===== config.mk =====
export PLATFORM = sky130hd
export DESIGN_NAME = pdp_controller
export DESIGN_NICKNAME = d
export VERILOG_FILES = /design/src/design/polyline_distance_to_position_assert.svh /design/src/design/pdp_pkg.sv /design/src/design/pdp_controller.sv
export SDC_FILE = /design/constraint.sdc
export NUM_CORES = 1
export LEC_CHECK = 0
export BUFFER_PORTS_ARGS = -buffer_cell sky130_fd_sc_hd__buf_2
export CAP_MARGIN = 20
export CORE_ASPECT_RATIO = 0.7
export CORE_MARGIN = 3
export CORE_UTILIZATION = 41
export CTS_BUF_LIST = sky130_fd_sc_hd__clkbuf_16
export DETAILED_ROUTE_END_ITERATION = 16
export PLACE_DENSITY_LB_ADDON = 0.08
export SLEW_MARGIN = 5
export SYNTH_ARGS = -nofsm -noshare
export SYNTH_HDL_FRONTEND = slang
export SYNTH_SLANG_ARGS = --single-unit

===== constraint.sdc =====
create_clock -name aclk -period 2.1 [get_ports aclk]
set_clock_uncertainty 0.15 [all_clocks]
set_input_delay 0.525 -clock aclk [delete_from_list [all_inputs] [get_ports aclk]]
set_output_delay 0.525 -clock aclk [all_outputs]
set_load 0.05 [all_outputs]

===== src/design/polyline_distance_to_position_assert.svh =====
// ============================================================================
// Assertion macros for the polyline distance-to-position block
// Implication checks, clocked on aclk and disabled while aresetn is low.
// ============================================================================
`ifndef POLYLINE_DISTANCE_TO_POSITION_ASSERT_SVH
`define POLYLINE_DISTANCE_TO_POSITION_ASSERT_SVH

// The consequent holds in the same cycle as the antecedent.
`define PDP_ASSERT_SAME(label, ante, cons) \
    label: assert property (@(posedge aclk) disable iff (!aresetn) (ante) |-> (cons)) \
        else $error("pdp assertion failed");

// The consequent holds in the cycle after the antecedent.
`define PDP_ASSERT_NEXT(label, ante, cons) \
    label: assert property (@(posedge aclk) disable iff (!aresetn) (ante) |=> (cons)) \
        else $error("pdp assertion failed");

`endif


===== src/design/pdp_pkg.sv =====
// ============================================================================
// pdp_pkg
// Types, codes and constants shared by the controller and the datapath.
// ============================================================================
package pdp_pkg;

    localparam logic KIND_WRITE = 1'b0;
    localparam logic KIND_QUERY = 1'b1;

    localparam logic [1:0] COORD_X = 2'd0;
    localparam logic [1:0] COORD_Y = 2'd1;
    localparam logic [1:0] COORD_Z = 2'd2;

    localparam logic [6:0] WRAP_STEPS   = 7'd32;
    localparam logic [6:0] MUL_STEPS    = 7'd33;
    localparam logic [6:0] DIV_STEPS    = 7'd66;
    localparam logic [6:0] CORDIC_STEPS = 7'd24;

    typedef enum logic [4:0] {
        ST_IDLE,
        ST_WRAP,
        ST_WRAP_FIX,
        ST_SRCH_RD,
        ST_SRCH_CMP,
        ST_LD0,
        ST_LD1,
        ST_LD2,
        ST_LAT_X,
        ST_LAT_Z,
        ST_CO_INIT,
        ST_MUL,
        ST_DIV,
        ST_CO_SUM,
        ST_HEAD_INIT,
        ST_HEAD,
        ST_DONE
    } state_t;

    typedef struct packed {
        logic       wr;
        logic       accept_q;
        logic       div_step;
        logic       div_wrap;
        logic       wrap_fix;
        logic       srch_cmp;
        logic       ld0;
        logic       ld1;
        logic       ld2;
        logic       lat_x;
        logic       lat_z;
        logic       co_init;
        logic       mul_step;
        logic       co_sum;
        logic       head_init;
        logic       head_step;
        logic       out_load;
        logic [1:0] coord;
        logic [4:0] step_idx;
    } cmd_t;

    typedef struct packed {
        logic n_small;
        logic srch_hit;
        logic srch_last;
        logic len_pos;
        logic out_free;
    } status_t;

    // Arctangent of 2^-i in units of 2^-32 turn.
    function automatic logic [31:0] cordic_angle(input logic [4:0] i);
        logic [31:0] a;
        case (i)
            5'd0:  a = 32'h20000000;
            5'd1:  a = 32'h12E4051E;
            5'd2:  a = 32'h09FB385B;
            5'd3:  a = 32'h051111D4;
            5'd4:  a = 32'h028B0D43;
            5'd5:  a = 32'h0145D7E1;
            5'd6:  a = 32'h00A2F61E;
            5'd7:  a = 32'h00517C55;
            5'd8:  a = 32'h0028BE53;
            5'd9:  a = 32'h00145F2F;
            5'd10: a = 32'h000A2F98;
            5'd11: a = 32'h000517CC;
            5'd12: a = 32'h00028BE6;
            5'd13: a = 32'h000145F3;
            5'd14: a = 32'h0000A2FA;
            5'd15: a = 32'h0000517D;
            5'd16: a = 32'h000028BE;
            5'd17: a = 32'h0000145F;
            5'd18: a = 32'h00000A30;
            5'd19: a = 32'h00000518;
            5'd20: a = 32'h0000028C;
            5'd21: a = 32'h00000146;
            5'd22: a = 32'h000000A3;
            5'd23: a = 32'h00000051;
            default: a = 32'h0;
        endcase
        return a;
    endfunction

endpackage


===== src/design/pdp_controller.sv =====
// ============================================================================
// pdp_controller
// Sequencer for one request: wrap, segment search, interpolation, heading.
// ============================================================================
module pdp_controller (
    input  logic              aclk,
    input  logic              aresetn,
    input  logic              s_valid,
    input  logic              s_kind,
    output logic              s_ready,
    input  pdp_pkg::status_t  status,
    output pdp_pkg::cmd_t     cmd
);
    import pdp_pkg::*;

    state_t     state_reg, state_next;
    logic [6:0] cnt_reg, cnt_next;
    logic [1:0] coord_reg, coord_next;

    always_comb begin
        state_next = state_reg;
        case (state_reg)
            ST_IDLE: begin
                if (s_valid && s_kind == KIND_QUERY) begin
                    state_next = status.n_small ? ST_DONE : ST_WRAP;
                end
            end
            ST_WRAP: begin
                if (cnt_reg == WRAP_STEPS - 7'd1) state_next = ST_WRAP_FIX;
            end
            ST_WRAP_FIX: state_next = ST_SRCH_RD;
            ST_SRCH_RD:  state_next = ST_SRCH_CMP;
            ST_SRCH_CMP: begin
                state_next = (status.srch_hit || status.srch_last) ? ST_LD0 : ST_SRCH_RD;
            end
            ST_LD0:     state_next = ST_LD1;
            ST_LD1:     state_next = ST_LD2;
            ST_LD2:     state_next = ST_LAT_X;
            ST_LAT_X:   state_next = ST_LAT_Z;
            ST_LAT_Z:   state_next = ST_CO_INIT;
            ST_CO_INIT: state_next = status.len_pos ? ST_MUL : ST_CO_SUM;
            ST_MUL: begin
                if (cnt_reg == MUL_STEPS - 7'd1) state_next = ST_DIV;
            end
            ST_DIV: begin
                if (cnt_reg == DIV_STEPS - 7'd1) state_next = ST_CO_SUM;
            end
            ST_CO_SUM:    state_next = (coord_reg == COORD_Z) ? ST_HEAD_INIT : ST_CO_INIT;
            ST_HEAD_INIT: state_next = ST_HEAD;
            ST_HEAD: begin
                if (cnt_reg == CORDIC_STEPS - 7'd1) state_next = ST_DONE;
            end
            ST_DONE: begin
                if (status.out_free) state_next = ST_IDLE;
            end
            default: state_next = ST_IDLE;
        endcase
    end

    always_comb begin
        cnt_next   = (state_next != state_reg) ? 7'd0 : cnt_reg + 7'd1;
        coord_next = coord_reg;
        if (state_reg == ST_IDLE) begin
            coord_next = COORD_X;
        end else if (state_reg == ST_CO_SUM) begin
            coord_next = coord_reg + 2'd1;
        end
    end

    always_comb begin
        cmd           = '0;
        cmd.coord     = coord_reg;
        cmd.step_idx  = cnt_reg[4:0];
        s_ready       = 1'b0;
        case (state_reg)
            ST_IDLE: begin
                s_ready      = 1'b1;
                cmd.wr       = s_valid && s_kind == KIND_WRITE;
                cmd.accept_q = s_valid && s_kind == KIND_QUERY;
            end
            ST_WRAP: begin
                cmd.div_step = 1'b1;
                cmd.div_wrap = 1'b1;
            end
            ST_WRAP_FIX:  cmd.wrap_fix  = 1'b1;
            ST_SRCH_CMP:  cmd.srch_cmp  = 1'b1;
            ST_LD0:       cmd.ld0       = 1'b1;
            ST_LD1:       cmd.ld1       = 1'b1;
            ST_LD2:       cmd.ld2       = 1'b1;
            ST_LAT_X:     cmd.lat_x     = 1'b1;
            ST_LAT_Z:     cmd.lat_z     = 1'b1;
            ST_CO_INIT:   cmd.co_init   = 1'b1;
            ST_MUL:       cmd.mul_step  = 1'b1;
            ST_DIV:       cmd.div_step  = 1'b1;
            ST_CO_SUM:    cmd.co_sum    = 1'b1;
            ST_HEAD_INIT: cmd.head_init = 1'b1;
            ST_HEAD:      cmd.head_step = 1'b1;
            ST_DONE:      cmd.out_load  = status.out_free;
            default: ;
        endcase
    end

    always_ff @(posedge aclk) begin
        if (!aresetn) begin
            state_reg <= ST_IDLE;
            cnt_reg   <= 7'd0;
            coord_reg <= COORD_X;
        end else begin
            state_reg <= state_next;
            cnt_reg   <= cnt_next;
            coord_reg <= coord_next;
        end
    end

endmodule


==> results.yml <==
sta:
  setup_tns_ns: -2.47
  period_minus_slack_ns: 2.31
  worstMarginPinSlew_ns: 0.545
  slew_viol_final: 0
  finalWorstSetupSlack_ns: -0.213
  hold_violations: 0
  grt_setup_unrepaired: "yes"
  post-route-period-util_pct: 110
  setup_viol: 19
  relSlewSlack_pct: 63.4
  max_freq_ghz: 0.432
critical_path:
  required_ns: 2.13
  worstPathMaxFanout: 7
  crit_start: "state_reg[4]$_SDFF_PN0_"
  critPathLaunchType: "flop"
  regToRegStartpoint: "state_reg[4]$_SDFF_PN0_"
  end_kind: "flop"
  arrival_ns: 2.35
  r2r_end: "cnt_reg[6]$_SDFF_PP0_"
  r2r_cells: 9
  worst-r2r-setup-slack_ns: -0.21
  critical_path_class: "flop to flop"
hold_path:
  hold_start: "coord_reg[1]$_SDFFE_PP0P_"
  hold_path_end: "coord_reg[1]$_SDFFE_PP0P_"
  worstHoldPathCells: 2
  min_path_type: "flop to flop"
logic_synthesis:
  synth_area_leaders: "dfxtp_1, nor2_1, nand2_1, ha_1, buf_6"
  synth-edff-count: 0
  ys.flop_type: "dfxtp_1"
  yosysTopAreaCell: "dfxtp_1"
  yosysSeqAreaShare_pct: 22.3
  ys_types: 59
  yosysTopAreaCellShare_pct: 22.3
  async_flop_share_pct: 0
  syn_nets: 174
  syn_avg_cell_area_sq_um: 7.80
  synth_warnings: 0
  synthesis.area_sq_um: 1260
  netlist_instances: 161
  yosys_register_bits: 14
placement:
  dp_worst_setup_slack_ns: -0.190
  hpwl_microns: 3220
  place_congestion: 0.923
  numPortBuffers: 33
power_and_ir_drop:
  vdd_ir_drop_max_mv: 0.311
  p_int_w: 0.000611
  p_sw_w: 0.000265
  seq_power_share_pct: 31.5
  powerDensity_nw_per_um2: 375
  p_clk_share_pct: 42.6
  p_sw_share_pct: 30.3
  p_leak_nw: 1.02
  combPwrFrac_pct: 25.9
global_routing:
  grt_use_total_pct: 28.2
  grt-ovfl-total: 0
  grt_pass1_vias: 1602
  grt_pass1_wl_microns: 7870
  antenna_found_initial: 0
  grt_max_degree: 9
clock_tree:
  insertion_delay_ns: 0.25
  clk_path_buf_depth: 2
  root_buffer: "clkbuf_16"
  htreeDepth: 1
  cts_hold_buf: 0
  clk_pin_slew_ns: 0.05
  cts_buffers: 3
  cts_sinks: 14
  tritoncts: "built"
drt:
  drc: 0
  firstDrtPassIters: 4
  drt_iter0_markers: 128
  vias_per_cell: 5.67
  totalWireLength_microns: 5600
  num_vias: 1622
  ant_nets: 0
  wl_per_cell_microns: 19.6
floorplan:
  pin_count: 34
  dieArea_sq_um: 3770
  die_w_microns: 72.2
  rows: 16
  start_util_pct: 43.9
  core-area_sq_um: 2860
  fp.dieH_microns: 52.3
layout:
  syn2layout_area_growth_pct: 86.0
  multi_input_area_sq_um: 1050
  layout-drive-gt1-share_pct: 64.8
  layout.nets: 265
  mostFrequentLayoutCells: "buf_4, buf_6, buf_2, nor2_2"
  fill_cells: 170
  largest_reg_flops: 7
  seq_area_sq_um: 300
  antenna_cells: 0
  layout_commonest_cell: "buf_4"
outcome:
  status: "finished with violations"
  violations: "setup timing"
run:
  cap_violations: 0
## synthesized netlist by cell type, types with 3 or more instances
cell type  count
nor2_1        21
dfxtp_1       14
nand2_1       14
inv_1         12
o21ai_0        8
nor2_2         7
buf_4          5
xnor2_1        5
buf_6          4
ha_1           4
a21oi_1        3
nor3_1         3
o31ai_1        3
## cell families (layout without fill, tap and decap cells)
family | count (synthesis) | in the layout | share of synthesized area (%)
mux | 2 | 2 | 1.69
flops | 14 | 14 | 22.3
xor+xnor | 7 | 7 | 4.88
fa+ha+maj | 4 | 4 | 3.98
compound gates | 30 | 30 | 17.9
simple gates | 79 | 79 | 36.9
buf+inv | 25 | 114 | 12.3
## stage by stage
stage	instances	area (sq um)	utilization [%]	total power, W	hold slack, ns
global placement	261	1730	60.5	0.000465	0.344
detailed placement	261	1730	60.5	0.000469	0.360
floorplan	161	1300	-	0.000416	0.281
CTS	281	2150	75.2	0.000852	0.367
finish	286	2340	81.6	0.000877	0.364
global route	286	2340	81.6	0.000900	0.376
## power groups by stage
stage,registers [W],clock network (W),logic (W)
final,0.000276,0.000374,0.000227
after global routing,0.000276,0.000385,0.000238
after CTS,0.000278,0.000370,0.000204
after detailed placement,0.000287,0,0.000182
after global placement,0.000286,0,0.000179
after floorplan,0.000287,0,0.000129
## worst max path at each step
stage / end / slack, ns
finish: cnt_reg[6]$_SDFF_PP0_ / -0.21
global route: cnt_reg[6]$_SDFF_PP0_ / -0.29
CTS: cmd[23] / -0.20
detailed placement: cnt_reg[4]$_SDFF_PP0_ / -0.19
global placement: cnt_reg[2]$_SDFF_PP0_ / -0.18
floorplan: cmd[16] / -0.1
## metal layers
metal  part of all wire, %  up-vias  track usage (%)
li1                      -      738                -
met1                    39      757             34.2
met2                    48       99             47.7
met3                   8.4       28             5.75
met4                   4.5        0             13.4
met5                     0        -                0
## critical path: stages (launching register included)
cell       delay, ns
dfxtp_4         0.36
nand3b_1        0.31
buf_4           0.24
a311oi_4        0.35
buf_4           0.19
o21bai_4        0.12
a21oi_2         0.04
nand4bb_1       0.21
buf_6           0.18
nor2_2          0.10
## timing repair
| action | in CTS | in global routing |
|---|---|---|
| gates resized for setup | 60 | 38 |
| pin swaps | 6 | 8 |
| endpoints found under the setup margin | 25 | 26 |
| buffers inserted | 17 | 8 |
| gates cloned | 0 | 0 |
## final cells by class
class | count | share of cell area, %
clock buffer | 3 | 3.21
multi-input combinational | 122 | 44.9
timing repair buffer | 99 | 35.0
tap | 36 | 1.93
inverter | 12 | 2.04
sequential | 14 | 12.9
No activity file was read; power rests on OpenSTA's default activity.
